===== src/hdl/mtt_pkg.sv =====
`default_nettype none

package mtt_pkg;

    localparam int QDEPTH = 4;
    localparam int QPTR_W = $clog2(QDEPTH);
    localparam int QCNT_W = $clog2(QDEPTH + 1);

    localparam logic [7:0] CH_LT    = 8'h3C;
    localparam logic [7:0] CH_SLASH = 8'h2F;
    localparam logic [7:0] CH_GT    = 8'h3E;
    localparam logic [7:0] CH_SPACE = 8'h20;

    typedef enum logic [2:0] {
        KIND_OPEN  = 3'd0,
        KIND_CLOSE = 3'd1,
        KIND_TEXT  = 3'd2,
        KIND_OK    = 3'd3,
        KIND_ERR   = 3'd4
    } kind_t;

    typedef enum logic [3:0] {
        M_START       = 4'd0,
        M_TEXT_FIRST  = 4'd1,
        M_TEXT        = 4'd2,
        M_AFTER_LT    = 4'd3,
        M_OPEN        = 4'd4,
        M_SKIP_EMPTY  = 4'd5,
        M_SKIP_HELD   = 4'd6,
        M_CLOSE_FIRST = 4'd7,
        M_CLOSE       = 4'd8
    } mode_t;

    typedef struct packed {
        logic [7:0] byte_value;
        logic       end_of_input;
    } in_item_t;

    typedef struct packed {
        logic [2:0] token_kind;
        logic [7:0] char_value;
        logic       has_char;
        logic       last_of_token;
    } out_item_t;

    // results of one step, handed from the scanner to the queue
    typedef struct packed {
        logic [1:0] count;
        out_item_t  first;
        out_item_t  second;
    } step_res_t;

    function automatic out_item_t make_item(kind_t kind, logic [7:0] ch, logic has,
                                            logic last);
        out_item_t item;
        item.token_kind    = kind;
        item.char_value    = has ? ch : 8'h00;
        item.has_char      = has;
        item.last_of_token = last;
        return item;
    endfunction

endpackage

`default_nettype wire


===== src/hdl/markup_tag_tokenizer_unit.sv =====
`default_nettype none

// Streaming tag tokenizer: one byte (or an end-of-input mark) per item in, a stream of
// token characters out, each tagged with its kind (open tag, close tag, text, end ok,
// end error) and a last flag; empty tokens come out as one item without a character.
// An item is taken every clock while the four-entry output queue has room for two
// results; a byte gives at most one result, an end mark up to two (pending tag, then
// end ok). Results are registered in the output queue and leave it in order, one per clock
// while res_stall is low, so a sink that never stalls sees no backpressure on byte traffic.
module markup_tag_tokenizer_unit (
    input  wire logic               clk,
    input  wire logic               rst_n,
    input  wire logic               src_valid,
    output logic                    src_stall,
    input  wire mtt_pkg::in_item_t  src_item,
    output logic                    res_valid,
    input  wire logic               res_stall,
    output mtt_pkg::out_item_t      res_item
);
    import mtt_pkg::*;

    logic      fire;
    logic      q_full;
    step_res_t step_res;
    step_res_t push;

    assign src_stall = q_full;
    assign fire      = src_valid && !q_full;

    always_comb
    begin
        push = step_res;
        if (!fire)
            push.count = 2'd0;
    end

    mtt_scan u_scan (
        .clk   (clk),
        .rst_n (rst_n),
        .fire  (fire),
        .item  (src_item),
        .res   (step_res)
    );

    mtt_outq u_outq (
        .clk   (clk),
        .rst_n (rst_n),
        .push  (push),
        .pop   (res_valid && !res_stall),
        .full  (q_full),
        .valid (res_valid),
        .head  (res_item)
    );

endmodule

`default_nettype wire


===== src/hdl/mtt_scan.sv =====
`default_nettype none

module mtt_scan (
    input  wire logic              clk,
    input  wire logic              rst_n,
    input  wire logic              fire,
    input  wire mtt_pkg::in_item_t item,
    output mtt_pkg::step_res_t     res
);
    import mtt_pkg::*;

    mode_t      mode_reg;
    mode_t      mode_next;
    logic [7:0] held_reg;
    logic [7:0] held_next;
    logic [7:0] b;
    logic       is_end;

    assign b      = item.byte_value;
    assign is_end = item.end_of_input;

    // next state
    always_comb
    begin
        mode_next = mode_reg;
        held_next = held_reg;
        if (is_end)
        begin
            mode_next = M_START;
            held_next = 8'h00;
        end
        else
        begin
            case (mode_reg)
                M_TEXT_FIRST:
                begin
                    if (b == CH_LT)
                        mode_next = M_AFTER_LT;
                    else
                    begin
                        held_next = b;
                        mode_next = M_TEXT;
                    end
                end
                M_TEXT:
                begin
                    if (b == CH_LT)
                        mode_next = M_AFTER_LT;
                    else
                        held_next = b;
                end
                M_AFTER_LT:
                begin
                    if (b == CH_SLASH)
                        mode_next = M_CLOSE_FIRST;
                    else if (b == CH_GT)
                        mode_next = M_TEXT_FIRST;
                    else if (b == CH_SPACE)
                        mode_next = M_SKIP_EMPTY;
                    else
                    begin
                        held_next = b;
                        mode_next = M_OPEN;
                    end
                end
                M_OPEN:
                begin
                    if (b == CH_GT)
                        mode_next = M_TEXT_FIRST;
                    else if (b == CH_SPACE)
                        mode_next = M_SKIP_HELD;
                    else
                        held_next = b;
                end
                M_SKIP_EMPTY, M_SKIP_HELD:
                begin
                    if (b == CH_GT)
                        mode_next = M_TEXT_FIRST;
                end
                M_CLOSE_FIRST:
                begin
                    if (b == CH_GT)
                        mode_next = M_TEXT_FIRST;
                    else
                    begin
                        held_next = b;
                        mode_next = M_CLOSE;
                    end
                end
                M_CLOSE:
                begin
                    if (b == CH_GT)
                        mode_next = M_TEXT_FIRST;
                    else
                        held_next = b;
                end
                default:
                begin
                    mode_next = (b == CH_LT) ? M_AFTER_LT : M_TEXT_FIRST;
                end
            endcase
        end
    end

    // results
    always_comb
    begin
        res = '0;
        if (is_end)
        begin
            res.count  = 2'd2;
            res.second = make_item(KIND_OK, 8'h00, 1'b0, 1'b1);
            case (mode_reg)
                M_TEXT, M_OPEN, M_CLOSE:
                begin
                    res.count = 2'd1;
                    res.first = make_item(KIND_ERR, 8'h00, 1'b0, 1'b1);
                end
                M_AFTER_LT, M_SKIP_EMPTY:
                    res.first = make_item(KIND_OPEN, 8'h00, 1'b0, 1'b1);
                M_SKIP_HELD:
                    res.first = make_item(KIND_OPEN, held_reg, 1'b1, 1'b1);
                M_CLOSE_FIRST:
                    res.first = make_item(KIND_CLOSE, 8'h00, 1'b0, 1'b1);
                default:
                begin
                    res.count = 2'd1;
                    res.first = make_item(KIND_OK, 8'h00, 1'b0, 1'b1);
                end
            endcase
        end
        else
        begin
            case (mode_reg)
                M_TEXT_FIRST:
                begin
                    if (b == CH_LT)
                    begin
                        res.count = 2'd1;
                        res.first = make_item(KIND_TEXT, 8'h00, 1'b0, 1'b1);
                    end
                end
                M_TEXT:
                begin
                    res.count = 2'd1;
                    res.first = make_item(KIND_TEXT, held_reg, 1'b1, b == CH_LT);
                end
                M_AFTER_LT:
                begin
                    if (b == CH_GT)
                    begin
                        res.count = 2'd1;
                        res.first = make_item(KIND_OPEN, 8'h00, 1'b0, 1'b1);
                    end
                end
                M_OPEN:
                begin
                    if (b != CH_SPACE)
                    begin
                        res.count = 2'd1;
                        res.first = make_item(KIND_OPEN, held_reg, 1'b1, b == CH_GT);
                    end
                end
                M_SKIP_EMPTY:
                begin
                    if (b == CH_GT)
                    begin
                        res.count = 2'd1;
                        res.first = make_item(KIND_OPEN, 8'h00, 1'b0, 1'b1);
                    end
                end
                M_SKIP_HELD:
                begin
                    if (b == CH_GT)
                    begin
                        res.count = 2'd1;
                        res.first = make_item(KIND_OPEN, held_reg, 1'b1, 1'b1);
                    end
                end
                M_CLOSE_FIRST:
                begin
                    if (b == CH_GT)
                    begin
                        res.count = 2'd1;
                        res.first = make_item(KIND_CLOSE, 8'h00, 1'b0, 1'b1);
                    end
                end
                M_CLOSE:
                begin
                    res.count = 2'd1;
                    res.first = make_item(KIND_CLOSE, held_reg, 1'b1, b == CH_GT);
                end
                default:
                begin
                    res.count = 2'd0;
                end
            endcase
        end
    end

    always_ff @(posedge clk or negedge rst_n)
    begin
        if (!rst_n)
        begin
            mode_reg <= M_START;
            held_reg <= 8'h00;
        end
        else if (fire)
        begin
            mode_reg <= mode_next;
            held_reg <= held_next;
        end
    end

`ifndef NO_ASSERTIONS
    a_end_gives_result: assert property (@(posedge clk) disable iff (!rst_n)
        fire && is_end |-> res.count != 2'd0 && res.count != 2'd3)
        else $error("end item produced no result");

    a_byte_single: assert property (@(posedge clk) disable iff (!rst_n)
        fire && !is_end |-> res.count == 2'd0 || res.count == 2'd1)
        else $error("byte item produced more than one result");

    a_end_restart: assert property (@(posedge clk) disable iff (!rst_n)
        fire && is_end |=> mode_reg == M_START && held_reg == 8'h00)
        else $error("scanner did not restart after end");
`endif

endmodule

`default_nettype wire


===== src/hdl/mtt_outq.sv =====
`default_nettype none

module mtt_outq (
    input  wire logic               clk,
    input  wire logic               rst_n,
    input  wire mtt_pkg::step_res_t push,
    input  wire logic               pop,
    output logic                    full,
    output logic                    valid,
    output mtt_pkg::out_item_t      head
);
    import mtt_pkg::*;

    out_item_t           entry_reg [QDEPTH];
    logic [QPTR_W-1:0]   head_reg;
    logic [QPTR_W-1:0]   head_next;
    logic [QPTR_W-1:0]   tail_reg;
    logic [QPTR_W-1:0]   tail_next;
    logic [QPTR_W-1:0]   tail_plus1;
    logic [QCNT_W-1:0]   count_reg;
    logic [QCNT_W-1:0]   count_next;

    // room for the worst case of one step is required before taking an item
    assign full       = count_reg > QCNT_W'(QDEPTH - 2);
    assign valid      = count_reg != '0;
    assign head       = entry_reg[head_reg];
    assign tail_plus1 = tail_reg + 1'b1;

    assign head_next  = pop ? head_reg + 1'b1 : head_reg;
    assign tail_next  = tail_reg + QPTR_W'(push.count);
    assign count_next = count_reg + QCNT_W'(push.count) - QCNT_W'(pop);

    always_ff @(posedge clk)
    begin
        for (int i = 0; i < QDEPTH; i++)
        begin
            if (push.count != 2'd0 && tail_reg == QPTR_W'(i))
                entry_reg[i] <= push.first;
            else if (push.count == 2'd2 && tail_plus1 == QPTR_W'(i))
                entry_reg[i] <= push.second;
        end
    end

    always_ff @(posedge clk or negedge rst_n)
    begin
        if (!rst_n)
        begin
            head_reg  <= '0;
            tail_reg  <= '0;
            count_reg <= '0;
        end
        else
        begin
            head_reg  <= head_next;
            tail_reg  <= tail_next;
            count_reg <= count_next;
        end
    end

`ifndef NO_ASSERTIONS
    a_no_overflow: assert property (@(posedge clk) disable iff (!rst_n)
        count_reg <= QCNT_W'(QDEPTH))
        else $error("output queue overflow");

    a_push_room: assert property (@(posedge clk) disable iff (!rst_n)
        push.count == 2'd2 |-> count_reg <= QCNT_W'(QDEPTH - 2))
        else $error("double push without room");

    a_pop_nonempty: assert property (@(posedge clk) disable iff (!rst_n)
        pop |-> count_reg != '0)
        else $error("pop from empty queue");
`endif

endmodule

`default_nettype wire

===== config.mk =====
export PLATFORM = sky130hd
export DESIGN_NAME = markup_tag_tokenizer_unit
export DESIGN_NICKNAME = d
export VERILOG_FILES = /design/src/hdl/mtt_pkg.sv /design/src/hdl/markup_tag_tokenizer_unit.sv /design/src/hdl/mtt_scan.sv /design/src/hdl/mtt_outq.sv
export SDC_FILE = /design/constraint.sdc
export NUM_CORES = 1
export LEC_CHECK = 0
export BUFFER_PORTS_ARGS = -buffer_cell sky130_fd_sc_hd__buf_2
export CAP_MARGIN = 10
export CORE_MARGIN = 1.5
export CORE_UTILIZATION = 55
export CTS_BUF_LIST = sky130_fd_sc_hd__clkbuf_4 sky130_fd_sc_hd__clkbuf_8
export CTS_CLUSTER_DIAMETER = 80
export DETAILED_ROUTE_END_ITERATION = 8
export GPL_TIMING_DRIVEN = 0
export MAX_ROUTING_LAYER = met4
export PLACE_DENSITY = 0.78
export SLEW_MARGIN = 5
export SYNTH_ARGS = -nofsm -noshare
export SYNTH_HDL_FRONTEND = slang
export SYNTH_SLANG_ARGS = --single-unit

===== constraint.sdc =====
create_clock -name clk -period 4.09 [get_ports clk]
set_input_delay 0.409 -clock clk [delete_from_list [all_inputs] [get_ports clk]]
set_output_delay 0.409 -clock clk [all_outputs]
set_load 0.02 [all_outputs]

# Yosys cells after proc, flatten, opt, wreduce, memory -nomap -nowiden
# Memories as Yosys holds them, arrays and structs flattened.
# Index checks and enable logic that the tools add are counted.
# totals
register_bits	19
mem_bits_rw	52
in_bits	13
output_inout_bits	15
wordCells	131
mem_count	1
# op_classes
add_sub_neg	5
magnitude_cmp	1
n_eq_ne	26
mux	61
bitwise	4
reduce_logical	28
# memory_table
name	words	width	read_ports	rd_clocked_by_memory_dff	write_ports	line_no	text
u_outq.entry_reg	4	13	1	0	2	mtt_outq.sv:14	out_item_t entry_reg [QDEPTH];
# op_table
op	n
$pmux W13 S7	1
$mux W13	6
$mux W14	5
$pmux W13 S4	1
$mux W8	6
$eq A8 B6 Y1 const B	4
$mux W4	8
$pmux W8 S4	1
$reduce_or A13 Y1	2
$mux W1	24
$pmux W4 S6	1
$eq A4 B3 Y1 const B	4
$mux W15	1
$mux W12	1
$eq A2 B2 Y1 const B	5
$logic_and A1 B1 Y1	10
$mux W2	5
$ne A3 B3 Y1 const B	3
$eq A4 B2 Y1 const B	2
$ne A8 B6 Y1 const B	1
$reduce_or A2 Y1	4
$pmux W1 S6	1
$reduce_or A3 Y1	2
$reduce_and A5 Y1	1
19 further kinds	26

# Longest topological paths before layout
# Gate-level depths: netlist (run 1).
# logic_depth
depth_word	13
depth_mapped	11
ltp_nobuf	10

# Hierarchy
# A second synthesis (run 1) with hierarchy kept.
# hier_totals
hier_cells	374
hier_area_um2	4614.4
# modules_own_cells
module	n_inst	cells_per_inst	area_per_inst_um2	seq_area_each_um2
mtt_outq	1	169	3054.2	1736.7
mtt_scan	1	201	1525.2	300.3
markup_tag_tokenizer_unit	1	4	35.0	0.0

# Worst setup path before layout (run 1)
# No wires, ideal clock.
# synth_path
path_kind	register -> register
startpoint	register u_scan.mode_reg[1]
endpoint	memory u_outq.entry_reg[0][0] in the netlist's numbering, enable pin
setup_ns	0.404
arrival_time_ns	2.472
required_time_ns	3.686
setup_slack_ns	1.214
path_stages_with_launch	7
n_path_buf	1
period_less_slack_ns	2.876
path_cell_list	dfrtp_1 buf_6 or4b_4 a21oi_1 a2111o_1 nand2_1 o31ai_1
# synth_rtl
item	line_no	text
from (decl)	mtt_scan.sv:12	mode_t mode_reg;
from (signal assigned)	mtt_scan.sv:210	mode_reg <= mode_next;
to (decl)	mtt_outq.sv:14	

==> impl_results.html, run 1 <==
<table>
<tr><th>Metric</th><th>Value</th></tr>
<tr><th colspan="2">Timing</th></tr>
<tr><td>Worst-case clock skew</td><td>roughly 0.0070 ns</td></tr>
<tr><td>Number of failing hold endpoints at the final stage</td><td>0</td></tr>
<tr><td>Slew at the pin with the worst max-slew slack</td><td>1.21 ns</td></tr>
<tr><td>Post-Route Setup TNS</td><td>0 ns</td></tr>
<tr><td>Final number of max-transition violations</td><td>0</td></tr>
<tr><td>Setup repair after global routing missed its margin</td><td>false</td></tr>
<tr><td>Post-route worst setup slack</td><td>1.04 ns</td></tr>
<tr><td>Fmax</td><td>roughly 0.33 GHz</td></tr>
<tr><td>Part of the cycle the worst path needs</td><td>74.6%</td></tr>
<tr><td>Setup Viol. Count Final</td><td>0</td></tr>
<tr><td>Headroom to the max-slew limit</td><td>about a fifth</td></tr>
<tr><td>Shortest clock period the worst path allows after layout</td><td>between 3 and 4 ns</td></tr>
<tr><th colspan="2">Routing</th></tr>
<tr><td>Met2 Routed Length</td><td>between 4 and 5 mm</td></tr>
<tr><td>First-pass DRT Iterations</td><td>5</td></tr>
<tr><td>Top layer reached by signal wires</td><td>met4</td></tr>
<tr><td>Starting DRT DRC Count</td><td>196</td></tr>
<tr><td>Remaining antenna violation count</td><td>0</td></tr>
<tr><td>Total DRC errors in the routed layout</td><td>0</td></tr>
<tr><td>Via density</td><td>about 6.4</td></tr>
<tr><td>Met3 wire length</td><td>approximately 630 um</td></tr>
<tr><td>Detail-routed net length per standard cell</td><td>about 19 um</td></tr>
<tr><td>Total detailed-routing wirelength</td><td>8.91 mm</td></tr>
<tr><td>Routed length on met1</td><td>~3.8 mm</td></tr>
<tr><td>Via count</td><td>between 2000 and 3000</td></tr>
<tr><th colspan="2">Critical path</th></tr>
<tr><td>Arrival time reported for the critical path endpoint</td><td>3.01 ns</td></tr>
<tr><td>CP startpoint kind</td><td>register</td></tr>
<tr><td>Required time of the worst setup path</td><td>4.06 ns</td></tr>
<tr><td>CP endpoint kind</td><td>register</td></tr>
<tr><td>Category of the most critical setup path</td><td>register to register</td></tr>
<tr><td>Worst Path Max Fanout</td><td>13</td></tr>
<tr><th colspan="2">Final layout</th></tr>
<tr><td>Utilization after layout</td><td>a little under two thirds</td></tr>
<tr><td>Number of flip-flops under the largest register name</td><td>52</td></tr>
<tr><td>Final-layout fill cell count</td><td>539</td></tr>
<tr><td>Post-layout nets</td><td>~400</td></tr>
<tr><td>Final design area excluding fillers</td><td>between 0.004 and 0.005 mm^2</td></tr>
<tr><td>Fraction of final layout cells sized beyond drive strength 1</td><td>a little under a fifth</td></tr>
<tr><td>Layout Area Growth over Synthesis</td><td>12.6%</td></tr>
<tr><td>Count of inserted antenna diode cells</td><td>0</td></tr>
<tr><th colspan="2">Logic synthesis</th></tr>
<tr><td>Top cells by area in the synthesized netlist</td><td>sky130_fd_sc_hd__edfxtp_1 (33%), sky130_fd_sc_hd__dfrtp_1 (12%), sky130_fd_sc_hd__mux4_2 (7.7%), sky130_fd_sc_hd__dfxtp_1 (5.3%), sky130_fd_sc_hd__and2_1 (3.6%)</td></tr>
<tr><td>Avg Cell Area, Syn</td><td>11.2 um^2</td></tr>
<tr><td>Count of flip-flops with a built-in enable after synthesis</td><td>42</td></tr>
<tr><td>Post-synthesis net count</td><td>between 300 and 400</td></tr>
<tr><td>FF+latch count, synth</td><td>a little over 70</td></tr>
<tr><td>Gate count of the mapped netlist</td><td>340</td></tr>
<tr><td>YS warnings</td><td>0</td></tr>
<tr><td>Post-synthesis cell type count</td><td>62</td></tr>
<tr><td>Fraction of post-synthesis cell area in the top cell type by area</td><td>approximately a third</td></tr>
<tr><td>Area leader, netlist</td><td>sky130_fd_sc_hd__edfxtp_1</td></tr>
<tr><td>Most instantiated flip-flop cell in the synthesis netlist</td><td>sky130_fd_sc_hd__edfxtp_1</td></tr>
<tr><td>Area of the mapped netlist</td><td>between 0.003 and 0.004 mm^2</td></tr>
<tr><td>Share of flip-flops with an asynchronous set or reset after synthesis</td><td>between 20 and 30%</td></tr>
<tr><td>Sequential element share of the synthesized area</td><td>approximately 50%</td></tr>
<tr><th colspan="2">Floorplan</th></tr>
<tr><td>Starting density of the core</td><td>a little under three fifths</td></tr>
<tr><td>Die width</td><td>between 80 and 90 um</td></tr>
<tr><td>Row count</td><td>30</td></tr>
<tr><td>I/O pin count</td><td>28</td></tr>
<tr><td>Vertical extent of the die</td><td>86.2 um</td></tr>
<tr><td>Die Area</td><td>0.00744 mm^2</td></tr>
<tr><td>Placeable core area</td><td>0.00676 mm^2</td></tr>
<tr><th colspan="2">Power</th></tr>
<tr><td>Leak pwr</td><td>1.68 nW</td></tr>
<tr><td>Max rail drop VDD</td><td>383 uV</td></tr>
<tr><td>Pwr Density</td><td>a little under 700 mW/mm^2</td></tr>
<tr><td>Sum of internal, switching and leakage power</td><td>2.93 mW</td></tr>
<tr><th colspan="2">Clock network</th></tr>
<tr><td>CTS max path bufs</td><td>2</td></tr>
<tr><td>Clock-pin slew of the registers on the worst-case setup and hold paths</td><td>approximately 0.080 ns</td></tr>
<tr><td>CTS tree</td><td>built</td></tr>
<tr><td>Clock buffers created by TritonCTS</td><td>9</td></tr>
<tr><td>Worst-skew pair later-pin latency</td><td>between 0.3 and 0.4 ns</td></tr>
<tr><td>Clock tree root driver cell</td><td>sky130_fd_sc_hd__clkbuf_8</td></tr>
<tr><td>Gates resized, CTS repair</td><td>0</td></tr>
<tr><td>Maximum level of the CTS H-tree</td><td>3</td></tr>
<tr><td>Hold Buf Count CTS</td><td>0</td></tr>
<tr><td>Setup repair bufs after CTS</td><td>0</td></tr>
<tr><td>Total number of clock tree sinks</td><td>a little over 70</td></tr>
<tr><th colspan="2">Flow run</th></tr>
<tr><td>Max-Cap Viols</td><td>0</td></tr>
<tr><th colspan="2">Place</th></tr>
<tr><td>Final HPWL from detailed placement</td><td>~6.3 mm</td></tr>
<tr><td>Total placed instance area</td><td>0.00407 mm^2</td></tr>
<tr><td>Routability-driven placement congestion ratio</td><td>roughly 0.97</td></tr>
<tr><td>Post-Place Worst Slack</td><td>around 1.1 ns</td></tr>
<tr><td>Number of buffers added on ports</td><td>27</td></tr>
<tr><th colspan="2">GRT</th></tr>
<tr><td>Total gr overflow</td><td>0</td></tr>
<tr><td>Pin count of the biggest net entering global routing</td><td>20</td></tr>
<tr><td>GR Util All Layers</td><td>around a quarter</td></tr>
<tr><td>Number of antenna violations at the first check in global routing</td><td>0</td></tr>
<tr><td>Via count of the first global-routing pass</td><td>~2800</td></tr>
<tr><td>First-pass GRT wire length</td><td>between 10 and 15 mm</td></tr>
<tr><th colspan="2">Status</th></tr>
<tr><td>Outcome</td><td>completed</td></tr>
<tr><th colspan="2">Worst hold path</th></tr>
<tr><td>Type of the worst min-delay path</td><td>input port to asynchronous set/reset pin</td></tr>
</table>
==> kinds of logic (layout without fill, tap and decap cells) <==
logic type	after synthesis	in the layout	share of synthesized area, %
AND/OR/NAND/NOR	126	126	18.0
flip-flops	71	71	50.8
AO/OA/AOI/OAI	70	70	14.5
buffers and inverters	47	91	5.25
multiplexers	13	13	7.68
XOR/XNOR	7	7	1.61
adder cells (fa/ha/maj)	6	6	2.10
==> synth_stat cells, types with 3 or more instances <==
library cell,number
sky130_fd_sc_hd__edfxtp_1,42
sky130_fd_sc_hd__nand2_1,26
sky130_fd_sc_hd__and2_1,22
sky130_fd_sc_hd__inv_1,20
sky130_fd_sc_hd__dfrtp_1,19
sky130_fd_sc_hd__nor3_1,17
sky130_fd_sc_hd__nor2_1,16
sky130_fd_sc_hd__clkbuf_1,14
sky130_fd_sc_hd__mux4_2,13
sky130_fd_sc_hd__a22o_1,12
sky130_fd_sc_hd__dfxtp_1,10
sky130_fd_sc_hd__nand4_1,8
sky130_fd_sc_hd__nor2b_1,8
sky130_fd_sc_hd__a21oi_1,7
sky130_fd_sc_hd__buf_2,6
sky130_fd_sc_hd__nand3_1,6
sky130_fd_sc_hd__o21ai_0,6
sky130_fd_sc_hd__o311ai_0,6
sky130_fd_sc_hd__or3_1,6
sky130_fd_sc_hd__xnor2_1,5
sky130_fd_sc_hd__a31oi_1,4
sky130_fd_sc_hd__buf_1,4
sky130_fd_sc_hd__ha_1,4
sky130_fd_sc_hd__o211ai_1,4
sky130_fd_sc_hd__o31ai_1,4
sky130_fd_sc_hd__a2111oi_0,3
sky130_fd_sc_hd__a21o_1,3
sky130_fd_sc_hd__nand3b_1,3
==> area by class of cell <==
class | count | area [um^2] | area share, %
clock inverter | 6 | 92.6 | 2.16
clock buffer | 10 | 131 | 3.06
buffer | 27 | 125 | 2.92
multi-input combinational | 222 | 1690 | 39.3
timing repair buffer | 28 | 143 | 3.32
tap | 80 | 100 | 2.33
inverter | 20 | 75.1 | 1.75
sequential | 71 | 1940 | 45.1
==> layout by cell type, fill, tap and decap left out, types with 6 or more instances in the layout <==
master / Yosys / routed
sky130_fd_sc_hd__a21oi_1: 7 / 7
sky130_fd_sc_hd__a22o_1: 12 / 12
sky130_fd_sc_hd__and2_1: 22 / 22
sky130_fd_sc_hd__buf_2: 6 / 33
sky130_fd_sc_hd__clkbuf_1: 14 / 14
sky130_fd_sc_hd__clkbuf_8: 0 / 9
sky130_fd_sc_hd__dfrtp_1: 19 / 19
sky130_fd_sc_hd__dfxtp_1: 10 / 10
sky130_fd_sc_hd__edfxtp_1: 42 / 42
sky130_fd_sc_hd__inv_1: 20 / 20
sky130_fd_sc_hd__mux4_2: 13 / 13
sky130_fd_sc_hd__nand2_1: 26 / 26
sky130_fd_sc_hd__nand3_1: 6 / 6
sky130_fd_sc_hd__nand4_1: 8 / 8
sky130_fd_sc_hd__nor2_1: 16 / 16
sky130_fd_sc_hd__nor2b_1: 8 / 8
sky130_fd_sc_hd__nor3_1: 17 / 17
sky130_fd_sc_hd__o21ai_0: 6 / 6
sky130_fd_sc_hd__o311ai_0: 6 / 6
sky130_fd_sc_hd__or3_1: 6 / 6
==> per-stage QoR <==
step                hold WS, ns  instances
finish                   0.0175        464
global route             0.0348        464
CTS                      0.0191        464
detailed placement        0.386        448
global placement          0.384        447
floorplan                 0.113        340
==> routing by layer <==
layer	up-vias	GRT usage, %
li1	1362	-
met1	1450	34.1
met2	131	41.9
met3	14	5.71
met4	0	8.80
met5	-	-
==> power by group <==
part | switching [mW] | internal [mW] | leakage, nW
clock network | 0.277 | 0.353 | 0.107
logic | 0.758 | 0.507 | 0.876
registers | 0.105 | 0.928 | 0.692
total | 1.14 | 1.79 | 1.68
==> critical path, stage by stage, from the launching register on <==
cell and delay, ns:
sky130_fd_sc_hd__dfrtp_1 0.38, sky130_fd_sc_hd__buf_6 0.13, sky130_fd_sc_hd__or4b_4 0.55, sky130_fd_sc_hd__a21oi_1 0.28, sky130_fd_sc_hd__a2111o_1 0.25, sky130_fd_sc_hd__a31oi_1 0.13
sky130_fd_sc_hd__nor2_1 0.94
==> path summary, 6_finish.rpt <==
| kind | start | endpoint | cells past startpoint | slack (ns) |
|---|---|---|---|---|
| worst max-delay path | u_scan.mode_reg[1] | u_outq.entry_reg[1][8] | 6 | 1.04 |
| worst min-delay path | rst_n | u_outq.count_reg[1] | 1 | 0.02 |
| worst max register to register | u_scan.mode_reg[1] | u_outq.entry_reg[1][8] | 6 | 1.04 |
| worst min register to register | u_outq.entry_reg[2][12] | u_outq.entry_reg[2][12] | 2 | 0.47 |
| max in group asynchronous | rst_n | u_scan.held_reg[3] | 1 | 3.75 |
| min in group clk | src_item[1] | u_scan.held_reg[0] | 3 | 0.37 |
Note: power is estimated with default switching activity, not from simulation.
==> run 2: changes to the inputs <==
Clock period 4.09 ns to 3.2 ns, I/O delays scaled along.
==> run 2 against run 1 <==
Net effect: clock skew barely moved; critical endpoint unchanged; wire length about the same; highest routed layer unchanged; sequential power grew 28%.
==> impl_results.html, run 2 (same netlist as run 1, synthesis figures left out) <==
<table>
<tr><th>Metric</th><th>Value</th></tr>
<tr><th colspan="2">Worst hold path</th></tr>
<tr><td>Type of the worst min-delay path</td><td>input port to register</td></tr>
<tr><th colspan="2">Flow run</th></tr>
<tr><td>Max-Cap Viols</td><td>0 (unchanged)</td></tr>
<tr><th colspan="2">Final layout</th></tr>
<tr><td>Final-layout fill cell count</td><td>538 (-0.19%)</td></tr>
<tr><td>Most common library cell in the layout ignoring fill and taps</td><td>sky130_fd_sc_hd__edfxtp_1</td></tr>
<tr><td>Cell Count, Final, Fillers Out</td><td>465 (+0.22%)</td></tr>
<tr><td>Number of flip-flops under the largest register name</td><td>52 (unchanged)</td></tr>
<tr><td>Multi-input gate area</td><td>0.00169 mm^2 (unchanged)</td></tr>
<tr><td>Most used cells in the layout excluding fill and tap cells</td><td>sky130_fd_sc_hd__edfxtp_1 (42), sky130_fd_sc_hd__buf_2 (33), sky130_fd_sc_hd__nand2_1 (26)</td></tr>
<tr><td>Layout Area Growth over Synthesis</td><td>12.9%</td></tr>
<tr><td>Register area</td><td>0.00194 mm^2 (unchanged)</td></tr>
<tr><td>Post-layout nets</td><td>398 (+0.25%)</td></tr>
<tr><td>Count of inserted antenna diode cells</td><td>0 (unchanged)</td></tr>
<tr><td>Fraction of final layout cells sized beyond drive strength 1</td><td>19.0% (-0.049 points)</td></tr>
<tr><th colspan="2">Floorplan</th></tr>
<tr><td>Vertical extent of the die</td><td>86.2 um (unchanged)</td></tr>
<tr><td>Die Area</td><td>0.00744 mm^2 (unchanged)</td></tr>
<tr><td>Starting density of the core</td><td>56.4% (unchanged)</td></tr>
<tr><td>Row count</td><td>30 (unchanged)</td></tr>
<tr><td>Die width</td><td>86.2 um (unchanged)</td></tr>
<tr><td>Placeable core area</td><td>0.00676 mm^2 (unchanged)</td></tr>
<tr><td>I/O pin count</td><td>28 (unchanged)</td></tr>
<tr><th colspan="2">GRT</th></tr>
<tr><td>First-pass GRT wire length</td><td>14.1 mm (unchanged)</td></tr>
<tr><td>Number of antenna violations at the first check in global routing</td><td>0 (unchanged)</td></tr>
<tr><td>Pin count of the biggest net entering global routing</td><td>20 (unchanged)</td></tr>
<tr><td>Via count of the first global-routing pass</td><td>2787 (unchanged)</td></tr>
<tr><td>Total gr overflow</td><td>0 (unchanged)</td></tr>
<tr><td>GR Util All Layers</td><td>26.4% (unchanged)</td></tr>
<tr><th colspan="2">Power</th></tr>
<tr><td>Portion of total power attributed to sequential cells</td><td>35.3% (about the same)</td></tr>
<tr><td>Leak pwr</td><td>1.68 nW (+0.25%)</td></tr>
<tr><td>Fraction of power spent switching nets</td><td>38.8% (-0.098 points)</td></tr>
<tr><td>Net Sw Power</td><td>1.45 mW (+27%)</td></tr>
<tr><td>Pwr Density</td><td>869 mW/mm^2 (+27%)</td></tr>
<tr><td>Part of the power in the clock network</td><td>21.5% (about the same)</td></tr>
<tr><td>Max rail drop VDD</td><td>489 uV (+28%)</td></tr>
<tr><td>Pint</td><td>2.29 mW (+28%)</td></tr>
<tr><td>Relative contribution of combinational cells to total power</td><td>43.2% (about the same)</td></tr>
<tr><th colspan="2">Routing</th></tr>
<tr><td>First-pass DRT Iterations</td><td>4 (-1)</td></tr>
<tr><td>Detail-routed net length per standard cell</td><td>19.1 um (-0.27%)</td></tr>
<tr><td>Via count</td><td>2923 (-1.1%)</td></tr>
<tr><td>Starting DRT DRC Count</td><td>214 (+9.2%)</td></tr>
<tr><td>Total detailed-routing wirelength</td><td>8.90 mm (about the same)</td></tr>
<tr><td>Total DRC errors in the routed layout</td><td>0 (unchanged)</td></tr>
<tr><td>Via density</td><td>6.29 (-1.4%)</td></tr>
<tr><td>Remaining antenna violation count</td><td>0 (unchanged)</td></tr>
<tr><th colspan="2">Clock network</th></tr>
<tr><td>Clock tree root driver cell</td><td>sky130_fd_sc_hd__clkbuf_8</td></tr>
<tr><td>CTS tree</td><td>built</td></tr>
<tr><td>Worst-skew pair later-pin latency</td><td>0.35 ns (about the same)</td></tr>
<tr><td>Clock buffers created by TritonCTS</td><td>9 (unchanged)</td></tr>
<tr><td>Clock-pin slew of the registers on the worst-case setup and hold paths</td><td>0.08 ns (about the same)</td></tr>
<tr><td>CTS max path bufs</td><td>2 (unchanged)</td></tr>
<tr><td>Maximum level of the CTS H-tree</td><td>3 (unchanged)</td></tr>
<tr><td>Total number of clock tree sinks</td><td>71 (unchanged)</td></tr>
<tr><th colspan="2">Timing</th></tr>
<tr><td>Number of failing hold endpoints at the final stage</td><td>0 (unchanged)</td></tr>
<tr><td>Shortest clock period the worst path allows after layout</td><td>3.07 ns (+0.0195 ns)</td></tr>
<tr><td>Worst-case clock skew</td><td>0.00727 ns (+0.000304 ns)</td></tr>
<tr><td>Part of the cycle the worst path needs</td><td>95.9% (+21 points)</td></tr>
<tr><td>Setup repair after global routing missed its margin</td><td>false</td></tr>
<tr><td>Setup Viol. Count Final</td><td>0 (unchanged)</td></tr>
<tr><td>Headroom to the max-slew limit</td><td>18.6% (-0.67 points)</td></tr>
<tr><td>Slew at the pin with the worst max-slew slack</td><td>1.22 ns (+0.0100 ns)</td></tr>
<tr><td>Fmax</td><td>0.326 GHz (-0.63%)</td></tr>
<tr><td>Final number of max-transition violations</td><td>0 (unchanged)</td></tr>
<tr><td>Post-route worst setup slack</td><td>0.131 ns (-0.909 ns)</td></tr>
<tr><th colspan="2">Critical path</th></tr>
<tr><td>CP startpoint kind</td><td>register</td></tr>
<tr><td>Required time of the worst setup path</td><td>3.16 ns (-0.90 ns)</td></tr>
<tr><td>Category of the most critical setup path</td><td>register to register</td></tr>
<tr><td>Arrival time reported for the critical path endpoint</td><td>3.03 ns (+0.02 ns)</td></tr>
<tr><td>Worst Path Max Fanout</td><td>13 (unchanged)</td></tr>
<tr><td>CP endpoint kind</td><td>register</td></tr>
<tr><th colspan="2">Status</th></tr>
<tr><td>Outcome</td><td>completed</td></tr>
<tr><th colspan="2">Place</th></tr>
<tr><td>Number of buffers added on ports</td><td>27 (unchanged)</td></tr>
<tr><td>Routability-driven placement congestion ratio</td><td>0.967 (unchanged)</td></tr>
<tr><td>Cell count after placement</td><td>448 (unchanged)</td></tr>
<tr><td>Post-Place Worst Slack</td><td>0.189 ns (-0.882 ns)</td></tr>
<tr><td>Final HPWL from detailed placement</td><td>6.29 mm (unchanged)</td></tr>
</table>
==> run 2: cell count changes in the layout (fill, tap and decap cells not counted) <==
cell                            previous run  this run
sky130_fd_sc_hd__dlygate4sd3_1             0         1
==> run 2: cell type report <==
class / count / area share, %
Buffer: 27 / 2.91
Clock buffer: 10 / 3.05
Clock inverter: 6 / 2.15
Inverter: 20 / 1.75
Multi-Input combinational cell: 222 / 39.2
Sequential cell: 71 / 45.0
Tap cell: 80 / 2.33
Timing Repair Buffer: 29 / 3.55
==> run 2: power by group through the flow <==
stage | clock network (mW) | registers [mW] | logic (mW)
floorplan | 0 | 1.29 | 1.21
global placement | 0 | 1.33 | 1.54
detailed placement | 0 | 1.34 | 1.59
CTS | 0.806 | 1.32 | 1.61
global route | 0.843 | 1.34 | 1.75
finish | 0.803 | 1.32 | 1.61
==> run 2: through the flow <==
stage / setup TNS [ns] / util, % / hold slack [ns] / cell area [um^2] / power [mW]
after CTS: 0 / 63.6 / 0.270 / 4300 / 3.74
after floorplan: 0 / - / 0.0244 / 3810 / 2.50
after global routing: 0 / 63.6 / 0.276 / 4300 / 3.94
after detailed placement: 0 / 60.2 / 0.297 / 4070 / 2.93
final: 0 / 63.6 / 0.281 / 4300 / 3.74
after global placement: -8.83 / 59.9 / 0.295 / 4050 / 2.88
==> run 2: repair_timing <==
action | in CTS | in global routing
gates resized for setup | 0 | 0
setup buffers | 0 | 0
hold endpoints to repair | 19 | 0
hold buffers | 1 | 0
==> run 2: final timing paths <==
kind / slack (ns) / endpoint / from / depth (start not counted)
worst max-delay path: 0.13 / u_outq.entry_reg[1][8] / u_scan.mode_reg[1] / 6
worst min-delay path: 0.28 / u_scan.held_reg[0] / src_item[1] / 3
worst max register to register: 0.13 / u_outq.entry_reg[1][8] / u_scan.mode_reg[1] / 6
worst min register to register: 0.47 / u_outq.entry_reg[2][12] / u_outq.entry_reg[2][12] / 2
max in group asynchronous: 2.40 / u_scan.mode_reg[0] / rst_n / 2
min in group asynchronous: 0.47 / u_outq.count_reg[1] / rst_n / 2
==> run 2: worst max-delay path, cell delays in order, from the launching register on <==
cell	delay (ns)
sky130_fd_sc_hd__dfrtp_1	0.38
sky130_fd_sc_hd__buf_6	0.13
sky130_fd_sc_hd__or4b_4	0.56
sky130_fd_sc_hd__a21oi_1	0.29
sky130_fd_sc_hd__a2111o_1	0.25
sky130_fd_sc_hd__a31oi_1	0.13
sky130_fd_sc_hd__nor2_1	0.94
==> run 2: per-layer routing <==
metal | wire length (um) | GRT usage, % | vias up
li1 | - | - | 1364
met1 | 3750 | 34.1 | 1424
met2 | 4320 | 41.9 | 118
met3 | 697 | 5.71 | 17
met4 | 136 | 8.80 | 0
met5 | 0 | - | -
